<file path="config.mk">
export PLATFORM = sky130hd
export DESIGN_NAME = percent_escape_decoder_core
export DESIGN_NICKNAME = d
export VERILOG_FILES = /design/src/hw/rtl/ped_pkg.sv /design/src/hw/rtl/percent_escape_decoder_core.sv
export SDC_FILE = /design/constraint.sdc
export NUM_CORES = 1
export LEC_CHECK = 0
export BUFFER_PORTS_ARGS = -buffer_cell sky130_fd_sc_hd__buf_2
export CAP_MARGIN = 15
export CORE_ASPECT_RATIO = 0.9
export CORE_MARGIN = 3
export CORE_UTILIZATION = 40
export DETAILED_ROUTE_END_ITERATION = 16
export PLACE_DENSITY = 0.53
export SKIP_LAST_GASP = 1
export SYNTH_ARGS = -nofsm -noshare
export SYNTH_HDL_FRONTEND = slang
export SYNTH_SLANG_ARGS = --single-unit
</file>
<file path="constraint.sdc">
create_clock -name clk -period 9.05 [get_ports clk]
set_input_delay 1.3575 -clock clk [delete_from_list [all_inputs] [get_ports clk]]
set_output_delay 1.3575 -clock clk [all_outputs]
set_load 0.005 [all_outputs]
</file>
<file path="src/hw/rtl/ped_pkg.sv">
`timescale 1ns / 1ps
// Shared types, constants and helper functions for the percent-escape decoder.
// No dependencies; imported by percent_escape_decoder_core.
package ped_pkg;

    localparam int COUNT_WIDTH = 16;
    localparam int TOTAL_WIDTH = 16;
    localparam int SLOTS       = 3;

    localparam logic [7:0] PCT_CHAR = 8'h25;

    typedef logic [COUNT_WIDTH-1:0] tally_t;

    localparam tally_t TALLY_MAX = {COUNT_WIDTH{1'b1}};

    typedef enum logic [1:0] {
        PH_IDLE  = 2'd0,
        PH_PCT   = 2'd1,
        PH_DIGIT = 2'd2
    } phase_t;

    typedef struct packed {
        logic       ok;
        logic [3:0] val;
    } hex_t;

    typedef struct packed {
        logic [TOTAL_WIDTH-1:0] total;
        logic                   endf;
        logic                   validf;
        logic [7:0]             data;
    } res_t;

    function automatic hex_t hex_decode(input logic [7:0] c);
        hex_t h;
        h.ok  = 1'b0;
        h.val = 4'd0;
        if (c >= 8'h30 && c <= 8'h39)
        begin
            h.ok  = 1'b1;
            h.val = 4'(c - 8'h30);
        end
        else if (c >= 8'h41 && c <= 8'h46)
        begin
            h.ok  = 1'b1;
            h.val = 4'(c - 8'h37);
        end
        else if (c >= 8'h61 && c <= 8'h66)
        begin
            h.ok  = 1'b1;
            h.val = 4'(c - 8'h57);
        end
        return h;
    endfunction

    function automatic tally_t sat_add(input tally_t t, input logic [1:0] inc);
        logic [COUNT_WIDTH:0] sum;
        sum = {1'b0, t} + (COUNT_WIDTH + 1)'(inc);
        if (sum > {1'b0, TALLY_MAX})
        begin
            return TALLY_MAX;
        end
        return sum[COUNT_WIDTH-1:0];
    endfunction

endpackage

</file>
<file path="src/hw/rtl/percent_escape_decoder_core.sv">
`timescale 1ns / 1ps
// Streaming URI percent-decoder: escape tracking, error tally and a small
// result queue. Depends on ped_pkg.
//
//  channel   dir  tdata                                   tuser       tlast
//  s_axis    in   [7:0] in_byte                           -           in_last
//  m_axis    out  [7:0] out_byte, [23:8] error_total      out_valid   out_end
//
// One beat is decoded in the cycle it is accepted; its results are registered
// into a three-entry queue and can leave it in the next cycle at the earliest.
// s_axis_tready is high while the queue holds at most one result, so one beat
// per cycle is taken while results drain; two results from a beat stall input.
// Reset clears escape state, tally and queue; no clearing pass is needed.
// Downstream stalls back up into the queue and then into s_axis_tready.
module percent_escape_decoder_core
    import ped_pkg::*;
(
    input  logic        clk,
    input  logic        rst_n,
    input  logic        s_axis_tvalid,
    output logic        s_axis_tready,
    input  logic [7:0]  s_axis_tdata,   // [7:0] in_byte
    input  logic        s_axis_tlast,
    output logic        m_axis_tvalid,
    input  logic        m_axis_tready,
    output logic [23:0] m_axis_tdata,   // [7:0] out_byte, [23:8] error_total
    output logic        m_axis_tuser,   // [0] out_valid
    output logic        m_axis_tlast
);

    phase_t      phase_reg, phase_next;
    logic [7:0]  held_reg, held_next;
    tally_t      tally_reg, tally_next, tally_bumped;
    logic [1:0]  bumps;
    logic [1:0]  count_reg, count_next;
    res_t        slot_reg [SLOTS];
    res_t        slot_next [SLOTS];
    res_t        shifted [SLOTS];

    logic        s_fire, pop;
    logic [7:0]  c;
    logic        last, is_pct;
    hex_t        hex_c, hex_held;
    logic [7:0]  pair;
    logic        pair_ok;
    res_t        r0, r1;
    logic [1:0]  n_res;
    logic [1:0]  base;

    assign s_fire   = s_axis_tvalid && s_axis_tready;
    assign pop      = m_axis_tvalid && m_axis_tready;
    assign c        = s_axis_tdata;
    assign last     = s_axis_tlast;
    assign is_pct   = (c == PCT_CHAR);
    assign hex_c    = hex_decode(c);
    assign hex_held = hex_decode(held_reg);
    assign pair     = {hex_held.val, hex_c.val};
    assign pair_ok  = hex_held.ok && hex_c.ok && (pair != 8'd0);

    // next escape state and error bumps
    always_comb
    begin
        phase_next = PH_IDLE;
        held_next  = held_reg;
        bumps      = 2'd0;
        unique case (phase_reg)
            PH_IDLE:
            begin
                bumps      = {1'b0, is_pct && last};
                phase_next = (is_pct && !last) ? PH_PCT : PH_IDLE;
            end
            PH_PCT:
            begin
                if (!last && hex_c.ok)
                begin
                    held_next  = c;
                    phase_next = PH_DIGIT;
                end
                else
                begin
                    bumps      = 2'd1 + {1'b0, is_pct && last};
                    phase_next = (is_pct && !last) ? PH_PCT : PH_IDLE;
                end
            end
            PH_DIGIT:
            begin
                if (!pair_ok)
                begin
                    bumps      = 2'd1 + {1'b0, is_pct && last};
                    phase_next = (is_pct && !last) ? PH_PCT : PH_IDLE;
                end
            end
            default:
            begin
                phase_next = PH_IDLE;
            end
        endcase
        if (last)
        begin
            phase_next = PH_IDLE;
            held_next  = 8'd0;
        end
    end

    assign tally_bumped = sat_add(tally_reg, bumps);
    assign tally_next   = last ? '0 : tally_bumped;

    // result beats for the accepted input
    always_comb
    begin
        r0    = '0;
        r1    = '0;
        n_res = 2'd0;
        unique case (phase_reg)
            PH_IDLE:
            begin
                if (!is_pct)
                begin
                    r0.data = c;
                    n_res   = 2'd1;
                end
            end
            PH_PCT:
            begin
                if (!(!last && hex_c.ok) && !is_pct)
                begin
                    r0.data = c;
                    n_res   = 2'd1;
                end
            end
            PH_DIGIT:
            begin
                if (pair_ok)
                begin
                    r0.data = pair;
                    n_res   = 2'd1;
                end
                else
                begin
                    r0.data = held_reg;
                    n_res   = 2'd1;
                    if (!is_pct)
                    begin
                        r1.data = c;
                        n_res   = 2'd2;
                    end
                end
            end
            default:
            begin
                n_res = 2'd0;
            end
        endcase
        r0.validf = (n_res != 2'd0);
        r1.validf = (n_res == 2'd2);
        if (last)
        begin
            if (n_res == 2'd2)
            begin
                r1.endf  = 1'b1;
                r1.total = TOTAL_WIDTH'(tally_bumped);
            end
            else
            begin
                r0.endf  = 1'b1;
                r0.total = TOTAL_WIDTH'(tally_bumped);
                n_res    = 2'd1;
            end
        end
        if (!s_fire)
        begin
            n_res = 2'd0;
        end
    end

    // result queue: advance on pop, append new beats behind the survivors
    always_comb
    begin
        shifted[0] = slot_reg[1];
        shifted[1] = slot_reg[2];
        shifted[2] = slot_reg[2];
        base       = count_reg - {1'b0, pop};
        for (int i = 0; i < SLOTS; i++)
        begin
            slot_next[i] = pop ? shifted[i] : slot_reg[i];
            if (n_res != 2'd0 && base == 2'(i))
            begin
                slot_next[i] = r0;
            end
            if (n_res == 2'd2 && (base + 2'd1) == 2'(i))
            begin
                slot_next[i] = r1;
            end
        end
        count_next = base + n_res;
    end

    always_ff @(posedge clk or negedge rst_n)
    begin
        if (!rst_n)
        begin
            phase_reg <= PH_IDLE;
            held_reg  <= 8'd0;
            tally_reg <= '0;
            count_reg <= 2'd0;
        end
        else
        begin
            count_reg <= count_next;
            if (s_fire)
            begin
                phase_reg <= phase_next;
                held_reg  <= held_next;
                tally_reg <= tally_next;
            end
        end
    end

    always_ff @(posedge clk)
    begin
        for (int i = 0; i < SLOTS; i++)
        begin
            slot_reg[i] <= slot_next[i];
        end
    end

    assign s_axis_tready = (count_reg <= 2'd1);
    assign m_axis_tvalid = (count_reg != 2'd0);
    assign m_axis_tdata  = {slot_reg[0].total, slot_reg[0].data};
    assign m_axis_tuser  = slot_reg[0].validf;
    assign m_axis_tlast  = slot_reg[0].endf;

    a_last_clears: assert property (@(posedge clk) disable iff (!rst_n)
        (s_fire && s_axis_tlast) |=> (phase_reg == PH_IDLE && tally_reg == '0))
        else $error("escape state not cleared after final beat");

    a_empty_is_end: assert property (@(posedge clk) disable iff (!rst_n)
        (m_axis_tvalid && !m_axis_tuser) |-> m_axis_tlast)
        else $error("empty result beat that is not the final one");

    a_total_only_on_end: assert property (@(posedge clk) disable iff (!rst_n)
        (m_axis_tvalid && !m_axis_tlast) |-> (m_axis_tdata[23:8] == 16'd0))
        else $error("error total on a non-final beat");

    a_held_is_hex: assert property (@(posedge clk) disable iff (!rst_n)
        (phase_reg == PH_DIGIT) |-> hex_held.ok)
        else $error("held digit is not a hex digit");

endmodule
</file>
Word level (Yosys, flattened, before mapping)
Memory sizes are Yosys's and may differ from the RTL's.
Cells that the tools add are included.
{"block": "totals", "regBits": 28, "ram_bits": 78, "input_bits": 13, "output_inout_bits": 28, "word_cells": 119, "mem_count": 1}
{"name": "slot_reg", "words": 3, "word_bits": 26, "rd": 3, "rd_ports_with_merged_regs": 0, "write_ports": 3, "line": "percent_escape_decoder_core.sv:36", "rtl": "res_t slot_reg [SLOTS];"}
{"block": "classes", "n_addsub": 11, "order_cmp": 14, "n_eq_ne": 9, "mux": 47, "reduce_logical": 33}
{"op": "$mux 26", "n": 8}
{"op": "$mux 17", "n": 4}
{"op": "$mux 8", "n": 8}
{"op": "$mux 16", "n": 3}
{"op": "$ge 8x7->1 const B", "n": 4}
{"op": "$le 8x7->1 const B", "n": 4}
{"op": "$mux 5", "n": 6}
{"op": "$pmux 8 s3", "n": 1}
{"op": "$logic_and 1x1->1", "n": 20}
{"op": "$mux 2", "n": 9}
{"op": "$pmux 2 s3", "n": 3}
{"op": "$add 16x2->17", "n": 1}
{"op": "$gt 17x16->1 const B", "n": 1}
{"op": "$ge 8x6->1 const B", "n": 2}
{"op": "$le 8x6->1 const B", "n": 2}
{"op": "$sub 4x3->4 const B", "n": 4}
{"op": "$eq 2x2->1 const B", "n": 5}
{"op": "$reduce_bool 2->1", "n": 5}
{"op": "$eq 8x6->1 const B", "n": 1}
{"op": "$reduce_bool 8->1", "n": 1}
{"op": "$sub 4x1->4 const B", "n": 2}
{"op": "$eq 2x1->1 const B", "n": 3}
{"op": "$logic_not 2->1", "n": 3}
{"op": "$mux 1", "n": 5}
{"op": "7 further kinds", "n": 9}

Logic depth before layout (Yosys ltp)
Gate-level depths: netlist of run 1.
{"block": "logic_depth", "ltp_word": 18, "ltp_mapped": 18, "ltp_nobuf": 18}

Worst setup path before layout of run 1
Ideal clock, no wire load.
{"block": "synth_path", "kind": "input-to-reg", "startpoint": "input port s_axis_tdata[1]", "endpoint": "memory slot_reg[0][49] in the netlist's numbering, data pin", "setup_time_ns": 0.256, "arrival_time_ns": 4.640, "required_ns": 8.794, "path_slack_ns": 4.154, "cell_stages": 18, "n_path_buf": 1, "cell_sequence": "inv_1 > ha_1 > o21bai_4 > a21oi_4 > mux2i_1 > nor3b_2 > a21oi_4 > nor2_1 > nand2_1 > o21ai_0 > ha_1 > fa_1 > nand2_1 > nor2_1 > nand3_1 > clkbuf_1 > nand2_1 > a22o_1"}
{"item": "start: declaration", "line": "percent_escape_decoder_core.sv:22", "rtl": "input logic [7:0] s_axis_tdata,"}
{"item": "end: declaration", "line": "percent_escape_decoder_core.sv:36"}

==> results.sh, run 1 <==
export IMPL_via_count=4238
export IMPL_yosys_top_cells_count="edfxtp_1 (78), nand2_1 (55), nor2_1 (51), dfrtp_1 (28)"
export IMPL_layout_drive_gt1_share=0.156
export IMPL_hold_class="reg2reg"
export IMPL_grt_overflow=0
export IMPL_drt_iter0_markers=359
export IMPL_p_per_area_nw_per_um2=247
export IMPL_yosysSeqAreaShare=0.528
export IMPL_critPathBufInv=2
export IMPL_netlist_instances=525
export IMPL_clock_path_buffers=2
export IMPL_firstDrtPassIters=5
export IMPL_antenna_found_initial=0
export IMPL_yosys_most_used_dff="edfxtp_1"
export IMPL_rsz0062_at_grt="no"
export IMPL_regArea_um2=3040
export IMPL_n_fill_cell=1300
export IMPL_start_kind="input port"
export IMPL_largest_reg_flops=78
export IMPL_h_tree_depth=3
export IMPL_postCtsHoldBufs=0
export IMPL_dp_hpwl_um=10300
export IMPL_synthXorXnorAreaFrac=0.0213
export IMPL_cts_tree="yes"
export IMPL_ys_warnings_count=0
export IMPL_max_slew_margin=0.268
export IMPL_syn_nets=550
export IMPL_finalMaxSlewViolations=0
export IMPL_maxCapViolations=0
export IMPL_cp_end_kind="register"
export IMPL_finClkSkew_ps=10.2
export IMPL_multi_input_area_um2=2540
export IMPL_cp_top_family="simple AND/OR/NAND/NOR gates"
export IMPL_ys_ff_latch=106
export IMPL_crit_path_frequent_cell="nand2_1"
export IMPL_postCtsSetupRepairBufs=0
export IMPL_clk_pin_slew_ps=70
export IMPL_period_needed_ps=5910
export IMPL_nets=584
export IMPL_numCtsBuffers=9
export IMPL_routed_wl_um=14600
export IMPL_synthAdderAreaFrac=0.0274
export IMPL_io_buffers=40
export IMPL_rr_worst_depth=16
export IMPL_arrival_ps=6130
export IMPL_grt_total_usage=0.189
export IMPL_netlist_area_um2=5760
export IMPL_core_area_um2=13700
export IMPL_synth_top_family_by_area="compound AO/OA/AOI/OAI gates"
export IMPL_fin_tns_setup_ps=0
export IMPL_async_flop_share=0.264
export IMPL_fmax_mhz=169
export IMPL_cts_root_buf="clkbuf_16"
export IMPL_drcViolationCount=0
export IMPL_worstMarginPinSlew_ps=1100
export IMPL_initial_utilization=0.420
export IMPL_num_antenna_cells=0
export IMPL_critPathMaxStageDelay_ps=820
export IMPL_worstSetupPathType="in2reg"
export IMPL_dieWidth_um=132
export IMPL_rows=40
export IMPL_crit_cells=17
export IMPL_finalHoldViolations=0
export IMPL_synth_most_common_cell="edfxtp_1"
export IMPL_synth_area_per_cell_um2=11.0
export IMPL_setup_viol=0
export IMPL_area_growth_pct=11.8
export IMPL_cts_sinks=106
export IMPL_worstPathRequired_ps=9270
export IMPL_crit_slowest_cell="o22ai_1"
export IMPL_grt_pass1_wl_um=23300
export IMPL_outcome="complete, no violations"
export IMPL_min_path_cells=2
export IMPL_synthMuxAreaShare=0.0469
export IMPL_io_pins=41
export IMPL_p_leak_nw=2.51
export IMPL_crit_chain="buf_2, inv_1, ha_1, or3b_1, and4_4, o22ai_1, a21oi_4, nor2_1, nand2_1, o21ai_0, ha_1, fa_1, nand2_1, nor2_1, nand3_1, nand2_1, a22o_1"
export IMPL_wl_per_cell_um=19.4
export IMPL_timing_hold_ws_ps=502
export IMPL_synth_compound_area_frac=0.182
export IMPL_gp_congestion=0.882
export IMPL_synth_top_cell_area_share=0.407
export IMPL_die_h_um=120
export IMPL_synthSimpleGateAreaFrac=0.163
export IMPL_viasPerCell=5.63
export IMPL_cts_resized=0
export IMPL_cp_max_fo=15
export IMPL_synth_area_leader_cell="edfxtp_1"
export IMPL_synthDistinctLibCells=67
export IMPL_min_period_over_period=0.653
export IMPL_grt_max_degree=29
export IMPL_synthTopCellsByArea="edfxtp_1 (41%), dfrtp_1 (12%), a22o_1 (3.8%)"
export IMPL_synth_edf_count=78
export IMPL_grt_pass1_vias=4066
export IMPL_vdd_drop_max_mv=0.102
export IMPL_drtAntennaViolNets=0
export IMPL_die_area_um2=15900
export IMPL_insertion_delay_ps=360
[through the flow]
step | cell area, um^2 | power, W | setup slack (ps) | cells | utilization
final | 6440 | 0.00159 | 3140 | 753 | 0.470
after global routing | 6440 | 0.00168 | 2740 | 753 | 0.470
after CTS | 6410 | 0.00160 | 3220 | 752 | 0.468
after detailed placement | 6130 | 0.00122 | 2890 | 736 | 0.447
after global placement | 6130 | 0.00122 | 3060 | 736 | 0.447
after floorplan | 5760 | 0.00105 | 4150 | 525 | -
[final timing paths]
kind | startpoint | endpoint | slack (ps)
worst max-delay path | s_axis_tdata[1] | slot_reg[0][49] | 3140
worst min-delay path | tally_reg[0] | tally_reg[0] | 500
worst max register to register | held_reg[0] | slot_reg[0][49] | 3990
worst min register to register | tally_reg[0] | tally_reg[0] | 500
max in group asynchronous | rst_n | tally_reg[12] | 7560
min in group asynchronous | rst_n | tally_reg[4] | 1050
[metal layers]
layer / global-route usage / up-vias / part of all wire
li1: - / 2025 / -
met1: 0.297 / 2107 / 0.53
met2: 0.268 / 93 / 0.42
met3: 0.0411 / 13 / 0.041
met4: 0.0344 / 0 / 0.0083
met5: 0 / - / 0
[layout by cell type, fill, tap and decap left out, types with 3 or more instances in the layout]
| cell type | n |
|---|---|
| buf_4 | 8 |
| o211a_1 | 3 |
| edfxtp_1 | 78 |
| o211ai_1 | 3 |
| nor3_1 | 7 |
| clkbuf_16 | 9 |
| nor2b_1 | 3 |
| dfrtp_1 | 28 |
| a21oi_1 | 24 |
| nand2_1 | 55 |
| a31oi_1 | 6 |
| o21ai_0 | 25 |
| nor3b_1 | 4 |
| nor2_2 | 3 |
| mux2i_1 | 21 |
| o22ai_1 | 3 |
| a21o_1 | 6 |
| xnor2_1 | 9 |
| inv_1 | 14 |
| and3_1 | 7 |
| buf_2 | 40 |
| mux2_2 | 4 |
| nand2b_1 | 6 |
| and2_1 | 5 |
| o21ai_1 | 7 |
| xor2_1 | 5 |
| o21bai_1 | 3 |
| nor2_1 | 51 |
| nand3_1 | 20 |
| nand4_1 | 3 |
| a22o_1 | 25 |
| ha_1 | 11 |
| a22oi_1 | 3 |
| o2bb2ai_1 | 18 |
[report_power, final]
group | total (W) | switching (W) | leakage (nW) | internal [W]
sequential | 0.000770 | 0.0000384 | 1.11 | 0.000732
combinational | 0.000448 | 0.000269 | 1.27 | 0.000179
clock | 0.000375 | 0.000187 | 0.129 | 0.000188
[tightest hold or removal path: cells and delay by family (launching register included)]
family	cells	cell delay, ps
DFF	1	360
AOI/OAI and AO/OA	1	60
and+or+nand+nor	1	50
[layout make-up]
| type | instances | share of cell area |
|---|---|---|
| clock buffers | 9 | 0.0350 |
| inverters | 14 | 0.00816 |
| well taps | 189 | 0.0367 |
| clock inverters | 7 | 0.00797 |
| flip-flops and latches | 106 | 0.473 |
| repair buffers | 49 | 0.0447 |
| multi-input cells | 379 | 0.395 |
[kinds of logic (layout without fill, tap and decap cells)]
group	count (synthesis)	count (layout)
flip-flops	106	106
XOR/XNOR	14	14
adder cells (fa/ha/maj)	12	12
multiplexers	26	26
AO/OA/AOI/OAI	145	145
AND/OR/NAND/NOR	182	182
buffers and inverters	40	79
Power figures use the tool's default switching activity.
==> run 2: changes to the inputs <==
--- a/config.mk
+++ b/config.mk
@@ -5,6 +5,7 @@
 export SDC_FILE = /design/constraint.sdc
 export NUM_CORES = 1
 export LEC_CHECK = 0
+export ABC_AREA = 1
 export BUFFER_PORTS_ARGS = -buffer_cell sky130_fd_sc_hd__buf_2
 export CAP_MARGIN = 15
 export CORE_ASPECT_RATIO = 0.9
==> constraint.sdc (replaced) <==
create_clock -name clk -period 5.95 [get_ports clk]
set_input_delay 0.8925 -clock clk [delete_from_list [all_inputs] [get_ports clk]]
set_output_delay 0.8925 -clock clk [all_outputs]
set_load 0.005 [all_outputs]
==> run 2 against run 1 <==
Against the previous run:
- sequential power grew 45%
- critical endpoint is now slot_reg[0][12]
- non-clock buffer count increased by 6
- flip-flop and latch count unchanged
- power up 63%
- hold slack worse by 32 ps
- global-route usage rose by 1.5 points
==> results.sh, run 2 <==
export IMPL_outcome="complete, no violations"
export IMPL_grt_max_degree=45
export IMPL_period_needed_ps=5200
export IMPL_finalHoldViolations=0
export IMPL_die_h_um=125
export IMPL_via_count=5545
export IMPL_rows=43
export IMPL_arrival_ps=5420
export IMPL_synth_top_cell_area_share=0.370
export IMPL_syn_nets=857
export IMPL_cts_sinks=106
export IMPL_wl_per_cell_um=16.1
export IMPL_cp_end_kind="register"
export IMPL_io_buffers=40
export IMPL_ys_warnings_count=0
export IMPL_fmax_mhz=192
export IMPL_viasPerCell=5.14
export IMPL_netlist_instances=832
export IMPL_io_pins=41
export IMPL_numCtsBuffers=9
export IMPL_setup_viol=0
export IMPL_n_fill_cell=1532
export IMPL_cp_top_family="simple AND/OR/NAND/NOR gates"
export IMPL_cts_tree="yes"
export IMPL_drt_iter0_markers=388
export IMPL_h_tree_depth=3
export IMPL_hold_class="reg2reg"
export IMPL_num_antenna_cells=0
export IMPL_synth_area_leader_cell="edfxtp_1"
export IMPL_netlist_area_um2=6340
export IMPL_setup_slack_ps=752
export IMPL_endpoint="slot_reg[0][12]"
export IMPL_ys_ff_latch=106
export IMPL_vdd_drop_max_mv=0.266
export IMPL_worstMarginPinSlew_ps=902
export IMPL_die_area_um2=17400
export IMPL_finalMaxSlewViolations=0
export IMPL_routed_wl_um=17400
export IMPL_critPathMaxStageDelay_ps=360
export IMPL_grt_pass1_wl_um=28300
export IMPL_regArea_um2=3040
export IMPL_cts_resized=0
export IMPL_final_cell_mix="nand2_1 (250), inv_1 (133), nand3_1 (125)"
export IMPL_largest_reg_flops=78
export IMPL_firstDrtPassIters=5
export IMPL_rr_startpoint="held_reg[1]"
export IMPL_cts_root_buf="clkbuf_16"
export IMPL_antenna_found_initial=0
export IMPL_postCtsHoldBufs=0
export IMPL_crit_cells=37
export IMPL_max_slew_margin=0.399
export IMPL_fin_tns_setup_ps=0
export IMPL_rsz0062_at_grt="no"
export IMPL_insertion_delay_ps=360
export IMPL_nets=897
export IMPL_area_growth_pct=12.3
export IMPL_grt_total_usage=0.203
export IMPL_clk_pin_slew_ps=80
export IMPL_critPathBufInv=9
export IMPL_cp_max_fo=13
export IMPL_min_period_over_period=0.874
export IMPL_async_flop_share=0.264
export IMPL_maxCapViolations=0
export IMPL_multi_input_area_um2=2640
export IMPL_crit_slowest_cell="nor2_2"
export IMPL_worstPathRequired_ps=6180
export IMPL_grt_overflow=0
export IMPL_core_area_um2=15400
export IMPL_layout_drive_gt1_share=0.112
export IMPL_grt_pass1_vias=5091
export IMPL_synth_area_per_cell_um2=7.62
export IMPL_synthTopCellsByArea="edfxtp_1 (37%), nand2_1 (15%), dfrtp_1 (11%)"
export IMPL_yosysSeqAreaShare=0.480
export IMPL_layout_commonest_cell="nand2_1"
export IMPL_yosys_top_cells_count="nand2_1 (250), inv_1 (133), nand3_1 (125), edfxtp_1 (78), nor2_1 (63)"
export IMPL_finClkSkew_ps=8.07
export IMPL_clock_path_buffers=2
export IMPL_worstSetupPathType="in2reg"
export IMPL_r2r_end="slot_reg[0][12]"
export IMPL_startpoint="s_axis_tdata[1]"
export IMPL_start_kind="input port"
export IMPL_rr_worst_depth=35
export IMPL_dieWidth_um=139
export IMPL_r2r_slack_ps=980
export IMPL_yosys_most_used_dff="edfxtp_1"
export IMPL_p_per_area_nw_per_um2=364
export IMPL_drtAntennaViolNets=0
export IMPL_dp_hpwl_um=12000
export IMPL_postCtsSetupRepairBufs=0
export IMPL_pre_cts_ws_ps=422
export IMPL_synth_edf_count=78
export IMPL_gp_congestion=0.828
export IMPL_synthDistinctLibCells=34
export IMPL_drcViolationCount=0
export IMPL_crit_path_frequent_cell="nand2_1"
export IMPL_initial_utilization=0.410
export IMPL_p_leak_nw=3.42
export IMPL_synth_most_common_cell="nand2_1"
==> run 2: cell count changes after synthesis, sizes merged, moves of 10 or more <==
| cell | delta |
|---|---|
| a21oi | -10 |
| a22o | -25 |
| o2bb2ai | -18 |
| o22ai | +19 |
| mux2i | -21 |
| nand3 | +106 |
| nand2 | +203 |
| inv | +125 |
| nor2 | +15 |
==> run 2: tightest hold or removal path: stages (launching register included) <==
cell,delay (ps)
dfrtp_1,340
nand2_1,50
inv_1,50
==> run 2: per-layer routing <==
layer | wire length [um] | track usage | up-vias
li1 | - | - | 2768
met4 | 138 | 0.0432 | 0
met5 | 0 | 0 | -
met3 | 928 | 0.0348 | 9
met2 | 7480 | 0.299 | 181
met1 | 8830 | 0.316 | 2587
==> run 2: logic make-up after synthesis <==
kind of cell | after synthesis | synth area share
fa+ha+maj | 12 | 0.0249
xor+xnor | 4 | 0.00553
buf+inv | 167 | 0.103
compound gates | 73 | 0.0640
simple gates | 470 | 0.322
flops | 106 | 0.480
==> run 2: worst min-delay path by stage <==
stage	from	to	slack, ps	cells past startpoint
after floorplan	held_reg[7]	held_reg[7]	440	2
after global placement	held_reg[7]	held_reg[7]	450	2
after detailed placement	held_reg[7]	held_reg[7]	450	2
after CTS	held_reg[7]	held_reg[7]	470	2
after global routing	held_reg[7]	held_reg[7]	540	2
final	held_reg[7]	held_reg[7]	470	2
==> run 2: power by group <==
part           internal [W]  leakage, nW  switching (W)  total, W
Sequential          0.00107         1.13      0.0000471   0.00112
Clock              0.000335        0.154       0.000298  0.000633
Combinational      0.000265         2.14       0.000577  0.000842
==> run 2: layout make-up <==
| type | count | area share |
|---|---|---|
| Tap cell | 202 | 0.0355 |
| Sequential cell | 106 | 0.428 |
| Inverter | 141 | 0.0747 |
| Multi-Input combinational cell | 559 | 0.371 |
| Clock buffer | 9 | 0.0316 |
| Timing Repair Buffer | 55 | 0.0475 |
| Clock inverter | 7 | 0.0118 |
==> run 2: through the flow <==
stage                     instance area, um^2  hold slack (ps)   util  power [W]  std cells
after floorplan                          6340              436      -    0.00165        832
after global placement                   6810              453  0.441    0.00197       1063
after detailed placement                 6810              455  0.441    0.00198       1063
after CTS                                7120              474  0.461    0.00261       1079
after global routing                     7120              535  0.461    0.00276       1079
final                                    7120              470  0.461    0.00259       1079
==> run 3: changes to the inputs <==
--- a/config.mk
+++ b/config.mk
@@ -7,7 +7,7 @@
 export LEC_CHECK = 0
 export ABC_AREA = 1
 export BUFFER_PORTS_ARGS = -buffer_cell sky130_fd_sc_hd__buf_2
-export CAP_MARGIN = 15
+export CAP_MARGIN = 10
 export CORE_ASPECT_RATIO = 0.9
 export CORE_MARGIN = 3
 export CORE_UTILIZATION = 40
==> constraint.sdc (replaced) <==
create_clock -name clk -period 5.95 [get_ports clk]
set_input_delay 0.2975 -clock clk [delete_from_list [all_inputs] [get_ports clk]]
set_output_delay 0.2975 -clock clk [all_outputs]
set_load 0.005 [all_outputs]
==> run 3 against run 2 <==
Against the previous run:
- global-route usage is 0.61 points lower
- routed wire length is 3.0% lower
- flip-flop and latch count stayed put
- final area is 0.16% higher
- maximum frequency is 8.8% higher
- die area stayed put
- worst setup slack better by 420 ps
- cell count is 0.28% lower
- clock skew is 6.0 ps higher
- critical path type is now reg2reg
- largest cell class unchanged
==> results.sh, run 3 (synthesized netlist as in run 2, its figures left out) <==
export IMPL_insertion_delay_ps=360
export IMPL_route_met3_wl_um=949
export IMPL_maxCapViolations=0
export IMPL_min_period_over_period=0.803
export IMPL_nets=894
export IMPL_h_tree_depth=3
export IMPL_layout_commonest_cell="nand2_1"
export IMPL_finClkSkew_ps=14.1
export IMPL_die_area_um2=17400
export IMPL_rr_worst_depth=36
export IMPL_area_growth_pct=12.5
export IMPL_cp_max_fo=13
export IMPL_period_needed_ps=4780
export IMPL_wl_per_cell_um=15.7
export IMPL_p_per_area_nw_per_um2=372
export IMPL_finalHoldViolations=0
export IMPL_outcome="complete, no violations"
export IMPL_final_area_um2=7130
export IMPL_dp_hpwl_um=11700
export IMPL_crit_cells=36
export IMPL_fmax_mhz=209
export IMPL_grt_total_usage=0.197
export IMPL_start_kind="register"
export IMPL_clk_pin_slew_ps=70
export IMPL_cts_tree="yes"
export IMPL_r2r_slack_ps=1170
export IMPL_clock_path_buffers=2
export IMPL_drtAntennaViolNets=0
export IMPL_initial_utilization=0.410
export IMPL_critPathMaxStageDelay_ps=420
export IMPL_hold_class="in2reg"
export IMPL_setup_viol=0
export IMPL_core_area_um2=15400
export IMPL_gp_congestion=0.841
export IMPL_min_path_cells=3
export IMPL_firstDrtPassIters=5
export IMPL_io_buffers=40
export IMPL_cts_sinks=106
export IMPL_crit_slowest_cell="dfrtp_1"
export IMPL_layout_drive_gt1_share=0.106
export IMPL_numCtsBuffers=9
export IMPL_final_cell_mix="nand2_1 (250), inv_1 (133), nand3_1 (125)"
export IMPL_cp_end_kind="register"
export IMPL_worstSetupPathType="reg2reg"
export IMPL_routed_top_layer="met4"
export IMPL_critPathBufInv=9
export IMPL_arrival_ps=5010
export IMPL_cts_resized=0
export IMPL_via_count=5493
export IMPL_die_h_um=125
export IMPL_wl_met1_um=8540
export IMPL_rsz0062_at_grt="no"
export IMPL_finalMaxSlewViolations=0
export IMPL_largest_reg_flops=78
export IMPL_drt_iter0_markers=484
export IMPL_place_area_um2=6770
export IMPL_wl_met2_um=7200
export IMPL_grt_overflow=0
export IMPL_pre_cts_ws_ps=1140
export IMPL_vdd_drop_max_mv=0.203
export IMPL_max_slew_margin=0.433
export IMPL_dieWidth_um=139
export IMPL_antenna_found_initial=0
export IMPL_drcViolationCount=0
export IMPL_n_fill_cell=1521
export IMPL_viasPerCell=5.11
export IMPL_grt_pass1_wl_um=27500
export IMPL_timing_hold_ws_ps=298
export IMPL_cp_top_family="simple AND/OR/NAND/NOR gates"
export IMPL_cts_root_buf="clkbuf_16"
export IMPL_p_leak_nw=3.42
export IMPL_num_antenna_cells=0
export IMPL_worstPathRequired_ps=6180
export IMPL_grt_pass1_vias=5128
export IMPL_fin_tns_setup_ps=0
export IMPL_setup_slack_ps=1170
export IMPL_routed_wl_um=16900
export IMPL_io_pins=41
export IMPL_grt_max_degree=45
export IMPL_worstMarginPinSlew_ps=850
export IMPL_rows=43
run 3: final cells by class:
class	count	area, um^2	area share
inverters	141	532	0.0746
clock buffers	10	229	0.0321
well taps	202	253	0.0355
clock inverters	6	124	0.0174
multi-input cells	559	2640	0.371
flip-flops and latches	106	3040	0.427
repair buffers	52	305	0.0428
run 3: worst min-delay path: stages:
cell	delay, ps
buf_2	110
inv_2	90
o22ai_1	100
run 3: stage by stage:
stage,util,power (W),cells
after floorplan,-,0.00165,832
after global placement,0.438,0.00196,1059
after detailed placement,0.438,0.00197,1059
after CTS,0.462,0.00269,1076
after global routing,0.462,0.00282,1076
final,0.462,0.00265,1076
run 3: worst paths after layout:
kind	start	to
hold reg to reg	held_reg[7]	held_reg[7]
min in group asynchronous	rst_n	tally_reg[12]
max in group asynchronous	rst_n	tally_reg[2]
setup reg to reg	held_reg[0]	slot_reg[0][12]
hold / removal	s_axis_tdata[6]	held_reg[6]
setup / recovery	held_reg[0]	slot_reg[0][12]
run 3: power by group:
group / switching (W) / internal, W / total (W) / leakage (nW)
clock: 0.000288 / 0.000418 / 0.000706 / 0.170
sequential: 0.0000470 / 0.00107 / 0.00112 / 1.13
combinational: 0.000569 / 0.000259 / 0.000828 / 2.12
run 3: repair_timing:
item	in CTS	in global routing
setup endpoints to repair	0	0
hold buffers	1	0
endpoints found under the hold margin	28	0
setup buffers	0	0
run 3: metal layers:
| metal | vias to the layer above | global-route usage |
|---|---|---|
| met5 | - | 0 |
| met4 | 0 | 0.0535 |
| met3 | 12 | 0.0363 |
| met2 | 148 | 0.290 |
| met1 | 2583 | 0.299 |
| li1 | 2750 | - |
